`config.mk`:
```
export PLATFORM = sky130hd
export DESIGN_NAME = sprf_ctrl
export DESIGN_NICKNAME = d
export VERILOG_FILES = /design/src/hdl/sprf_pkg.sv /design/src/hdl/sprf_ctrl.sv
export SDC_FILE = /design/constraint.sdc
export NUM_CORES = 1
export LEC_CHECK = 0
export BUFFER_PORTS_ARGS = -buffer_cell sky130_fd_sc_hd__buf_2
export CORE_UTILIZATION = 40
export DETAILED_ROUTE_END_ITERATION = 12
export GPL_TIMING_DRIVEN = 0
export PLACE_DENSITY_LB_ADDON = 0.08
export SYNTH_ARGS = -nofsm -noshare
export SYNTH_HDL_FRONTEND = slang
export SYNTH_SLANG_ARGS = --single-unit
export TNS_END_PERCENT = 1
```
`constraint.sdc`:
```
create_clock -name clk -period 1.82 [get_ports clk]
set_input_delay 0.364 -clock clk [delete_from_list [all_inputs] [get_ports clk]]
set_output_delay 0.364 -clock clk [all_outputs]
set_load 0.02 [all_outputs]
```
`src/hdl/sprf_pkg.sv`:
```
// Shared constants, codes and types of the sprite animation frame unit.
`default_nettype none
package sprf_pkg;

	// Default sizes of the animation stores.
	localparam int NUM_ANIMS_DEF  = 16;
	localparam int MAX_FRAMES_DEF = 32;

	// Configuration register indexes.
	localparam logic [2:0] REG_SHEET_W = 3'd0;
	localparam logic [2:0] REG_SHEET_H = 3'd1;
	localparam logic [2:0] REG_PITCH_X = 3'd2;
	localparam logic [2:0] REG_PITCH_Y = 3'd3;
	localparam logic [2:0] REG_OFFS_X  = 3'd4;
	localparam logic [2:0] REG_OFFS_Y  = 3'd5;
	localparam logic [2:0] REG_TILE_W  = 3'd6;
	localparam logic [2:0] REG_TILE_H  = 3'd7;

	// Register reset values.
	localparam logic [12:0] RST_SHEET = 13'd256;
	localparam logic [12:0] RST_PITCH = 13'd16;
	localparam logic [12:0] RST_TILE  = 13'd16;

	// Command kinds of an input item.
	localparam logic [1:0] KIND_TICK   = 2'd0;
	localparam logic [1:0] KIND_SELECT = 2'd1;
	localparam logic [1:0] KIND_HEADER = 2'd2;
	localparam logic [1:0] KIND_FRAME  = 2'd3;

	// Datapath operations issued by the controller.
	localparam logic [3:0] OP_NONE   = 4'd0;
	localparam logic [3:0] OP_ACCEPT = 4'd1;
	localparam logic [3:0] OP_WRAP   = 4'd2;
	localparam logic [3:0] OP_MUL_T  = 4'd3;
	localparam logic [3:0] OP_DIV    = 4'd4;
	localparam logic [3:0] OP_CAP    = 4'd5;
	localparam logic [3:0] OP_MUL_P  = 4'd6;
	localparam logic [3:0] OP_OUT    = 4'd7;
	localparam logic [3:0] OP_FIN    = 4'd8;

	// Division steps of one tick, in order.
	localparam logic [3:0] STEP_IDX  = 4'd0;
	localparam logic [3:0] STEP_COLS = 4'd1;
	localparam logic [3:0] STEP_ROWS = 4'd2;
	localparam logic [3:0] STEP_X    = 4'd3;
	localparam logic [3:0] STEP_Y    = 4'd4;
	localparam logic [3:0] STEP_UL   = 4'd5;
	localparam logic [3:0] STEP_UR   = 4'd6;
	localparam logic [3:0] STEP_VT   = 4'd7;
	localparam logic [3:0] STEP_VB   = 4'd8;

	// Divider geometry.
	localparam int DVD_W = 48;
	localparam int DVS_W = 24;

	localparam logic [17:0] UV_MAX = 18'h3FFFF;

	// Controller to datapath.
	typedef struct packed {
		logic [3:0] op;
		logic [3:0] step;
	} cmd_t;

	// Datapath to controller.
	typedef struct packed {
		logic tick;
		logic hdr_ok;
		logic dur_zero;
		logic idx_ok;
		logic div_done;
		logic out_full;
	} stat_t;

	// One animation header.
	typedef struct packed {
		logic        loop;
		logic [5:0]  cnt;
		logic [23:0] dur;
	} hdr_t;

endpackage
`default_nettype wire

```
`src/hdl/sprf_ctrl.sv`:
```
// Controller state machine that sequences the datapath through one item.
`default_nettype none
module sprf_ctrl import sprf_pkg::*; (
	input  wire logic  clk,
	input  wire logic  arst_n,
	input  wire logic  in_valid,
	output logic       in_ready,
	input  wire logic  out_ready,
	input  wire stat_t stat,
	output cmd_t       cmd
);
	localparam logic [3:0] S_IDLE   = 4'd0;
	localparam logic [3:0] S_CHECK  = 4'd1;
	localparam logic [3:0] S_WRAP   = 4'd2;
	localparam logic [3:0] S_MULT   = 4'd3;
	localparam logic [3:0] S_DSTART = 4'd4;
	localparam logic [3:0] S_DWAIT  = 4'd5;
	localparam logic [3:0] S_MULP   = 4'd6;
	localparam logic [3:0] S_OUT    = 4'd7;
	localparam logic [3:0] S_FIN    = 4'd8;

	logic [3:0] state_q, state_d;
	logic [3:0] step_q, step_d;

	assign in_ready = state_q == S_IDLE;

	// Next state and datapath command.
	always_comb begin
		state_d  = state_q;
		step_d   = step_q;
		cmd.op   = OP_NONE;
		cmd.step = step_q;
		case (state_q)
			S_IDLE: begin
				if (in_valid) begin
					cmd.op  = OP_ACCEPT;
					state_d = S_CHECK;
				end
			end
			S_CHECK: begin
				if (!stat.tick) state_d = S_IDLE;
				else if (!stat.hdr_ok) state_d = S_FIN;
				else state_d = S_WRAP;
			end
			S_WRAP: begin
				cmd.op  = OP_WRAP;
				state_d = stat.dur_zero ? S_FIN : S_MULT;
			end
			S_MULT: begin
				cmd.op  = OP_MUL_T;
				step_d  = STEP_IDX;
				state_d = S_DSTART;
			end
			S_DSTART: begin
				cmd.op  = OP_DIV;
				state_d = S_DWAIT;
			end
			S_DWAIT: begin
				if (stat.div_done) begin
					cmd.op = OP_CAP;
					if (step_q == STEP_IDX && !stat.idx_ok) begin
						state_d = S_FIN;
					end else if (step_q == STEP_Y) begin
						state_d = S_MULP;
					end else if (step_q == STEP_VB) begin
						state_d = S_OUT;
					end else begin
						step_d  = step_q + 4'd1;
						state_d = S_DSTART;
					end
				end
			end
			S_MULP: begin
				cmd.op  = OP_MUL_P;
				step_d  = STEP_UL;
				state_d = S_DSTART;
			end
			S_OUT: begin
				// Wait until the result register is free or being emptied.
				if (!stat.out_full || out_ready) begin
					cmd.op  = OP_OUT;
					state_d = S_FIN;
				end
			end
			S_FIN: begin
				cmd.op  = OP_FIN;
				state_d = S_IDLE;
			end
			default: state_d = S_IDLE;
		endcase
	end

	always_ff @(posedge clk or negedge arst_n) begin
		if (!arst_n) begin
			state_q <= S_IDLE;
			step_q  <= STEP_IDX;
		end else begin
			state_q <= state_d;
			step_q  <= step_d;
		end
	end
endmodule
`default_nettype wire

```
==> summary.log <==
[floorplan] Ports 19
[placed_design] area of placed instances 905 um^2
[floorplan] initial standard-cell utilization of the core 43.9%
[sta] Highest Clock Rate 558 MHz
[grt] number of global-route vias before repair 666
[grt] largest net degree at the start of global routing 19
[grt] aggregate global routing overflow 0
[clocking] Clock Root Buffer clkbuf_4
[logic_synthesis] sequential element share of the synthesized area 25.6%
[hold_path] min-delay src stat[4]
[placed_design] IO Port Bufs 18
[finish] fraction of the core area covered by cells at the end of the flow 56.0%
[floorplan] horizontal extent of the die 46.3 um
[grt] wire length of the first global-routing pass 3110 um
[logic_synthesis] Async SR Flop Fraction 100%
[clocking] post-CTS clock slew at the launch and capture registers of the worst setup and hold paths 0.05 ns
[clocking] clk sinks 8
[logic_synthesis] Yosys warnings 0
[power_and_ir_drop] Total Power Consumption 1.53 mW
[sta] share of the cycle needed by the critical path after routing 98.4%
[clocking] H-Tree Level Count 1
[finish] most frequent standard cell in the layout excluding fill and tap cells buf_2
[hold_path] destination of the worst hold path state_q[3]
[floorplan] total number of placement rows 15
[placed_design] HPWL after detailed placement 1460 um
[sta] Final setup viols 0
[routing] remaining design rule violation count 0
[finish] Total Nets Final 128
[logic_synthesis] cell accounting for the most synthesized area dfrtp_1
[finish] most used cells in the layout excluding fill and tap cells 19 x buf_2, 9 x a21oi_1, 8 x dfrtp_1
[logic_synthesis] cell count after synthesis 92
[routing] average routed wire per standard cell 14.3 um
[logic_synthesis] per-instance average area after synthesis 8.51 um^2
[finish] share of layout cells above drive strength 1 36.8%
[setup_path] start-to-end type of the worst setup path reg -> out
[power_and_ir_drop] pwr dens 1530 nW/um^2
[sta] total count of max-transition violations in the final report 0
[setup_path] critical-path maximum fanout 10
[floorplan] Die Height 46.3 um
[clocking] maximum number of buffers from clock root to sink 2
[hold_path] Hold WC Path Type in -> reg
[finish] Cell Count, Final, Fillers Out 139
[sta] Hold Vio Cnt, Final 0
[routing] number of vias per cell 5.68
[sta] Setup Skew 0.00976 ns
[placed_design] dpl ws 0.134 ns
[routing] total via count in the routed design 789
[sta] Worst Slack Setup Final 0.0291 ns
[sta] Worst Tran Pin Value 0.440 ns
[clocking] clock tree from TritonCTS yes
[setup_path] element type at the critical path start flop
[setup_path] Worst Reg-to-Reg Cells 6
[grt] number of antenna violations at the first check in global routing 0
[finish] final standard cell area without fillers 998 um^2
[status] status completed
[sta] final critical path time including I/O delays and setup 1.79 ns
[setup_path] Cell Chain, Critical Path buf_6 -> buf_8 -> a311oi_2 -> a21oi_1 -> nor2_1 -> buf_4
[power_and_ir_drop] maximum resistive drop on vdd 0.000682 V
[floorplan] area enclosed by the die boundary 2140 um^2
[setup_path] Max stage delay cell, worst path dfrtp_1
[logic_synthesis] portion of synthesized cell area occupied by the leading cell type 25.6%
[placed_design] routability congestion estimate 0.840
[logic_synthesis] prevailing post-synth register cell dfrtp_1
[routing] first drt pass iteration count 4
[setup_path] slack of the worst reg-to-reg path 0.14 ns
[hold_path] worst hold path stage count 3
[logic_synthesis] largest cells by area after synthesis dfrtp_1 26%, a21oi_1 5.8%, buf_2 4.5%
[clocking] TritonCTS buffer count 3
[job] MaxCap Viol Count 0
[sta] Hold WS 0.385 ns
[logic_synthesis] Unique masters post-synth 46
[floorplan] CORE AREA 1780 um^2
[routing] first-iteration detailed-routing DRC count 19
[setup_path] worst path arrival time 1.43 ns
[logic_synthesis] Post-Synthesis Net Count 104
[clocking] later-pin clock latency in the skew report 0.26 ns
[setup_path] Worst EP required 1.46 ns
[finish] area growth from synthesis to final layout 27.5%
[routing] wire length after detailed routing 1990 um
[setup_path] crit path capture type output pin
[sta] total negative slack 0 ns
[logic_synthesis] cell area after synthesis 783 um^2
[power_and_ir_drop] leakage power 0.454 nW
[logic_synthesis] count of state elements after synthesis 8
[finish] ant diodes 0
[placed_design] Inst Count DP 135
[setup_path] R2R Path Start step_q[0]
[sta] unrepaired setup endpoints after global routing yes
[sta] worst max-slew margin expressed relative to the limit 70.3%
[setup_path] delay of the slowest cell on the worst path 0.39 ns
[grt] global routing usage summed across all routing layers 20.3%
[logic_synthesis] number of enable-type register cells in the synthesized netlist 0
[routing] number of routed nets with antenna violations 0
[setup_path] RR Endpoint state_q[2]
## report_power, final
part / internal, mW / switching (mW) / total [mW] / leakage [nW]
combinational: 0.482 / 0.612 / 1.09 / 0.340
sequential: 0.243 / 0.0517 / 0.295 / 0.0998
clock: 0.0759 / 0.0671 / 0.143 / 0.0138
total: 0.801 / 0.730 / 1.53 / 0.454
## worst max-delay path, delay by kind of cell (launching register included)
kind / cells / cell delay (ns)
flops: 1 / 0.39
compound gates: 2 / 0.25
buf+inv: 3 / 0.43
simple gates: 1 / 0.09
## cells by family after synthesis
logic type | count (synthesis) | share of synthesized area (%)
simple gates | 39 | 33.2
compound gates | 27 | 26.5
buf+inv | 14 | 9.27
flops | 8 | 25.6
xor+xnor | 2 | 2.24
fa+ha+maj | 2 | 3.19
## registers in the layout (all words and copies together) (netlist names)
register	cells
state_q	4
step_q	4
## per-layer routing
metal / global-route usage [%] / wire length [um] / vias up
met5: 0 / 0 / -
met4: 5.29 / 17 / 0
met1: 29.2 / 982 / 371
met3: 3.53 / 82 / 3
met2: 31.0 / 904 / 24
li1: - / - / 391
## synth_stat cells, types with 2 or more instances
cell	count
a21o_1	2
a21oi_1	9
and3_1	2
buf_2	7
dfrtp_1	8
ha_1	2
inv_1	5
nand2_1	3
nand2b_1	2
nand3_1	2
nand3b_1	3
nor2_1	6
nor2b_1	2
nor3_1	2
nor4_1	3
nor4b_1	2
o21ai_0	2
xor2_1	2
## worst max-delay path by stage
stage | startpoint | end
CTS | state_q[0] | cmd[4]
global placement | state_q[2] | cmd[4]
global route | state_q[2] | cmd[4]
detailed placement | state_q[2] | cmd[4]
floorplan | state_q[2] | in_ready
finish | state_q[2] | cmd[4]
## repair_timing
item / in CTS / in global routing
cloned: 0 / 0
hold buffers: 1 / 0
endpoints found under the setup margin: 4 / 3
gates resized for setup: 10 / 5
endpoints found under the hold margin: 8 / 0
buffers inserted: 0 / 1
pin swaps: 1 / 0
## cell type report
cell class	count	area [um^2]
buffer	8	81.3
clock buffer	3	22.5
fill	185	785
inverter	5	18.8
multi-input combinational	70	534
sequential	8	200
tap	25	31.3
timing repair buffer	20	110
(Power assumes the default switching activity.)
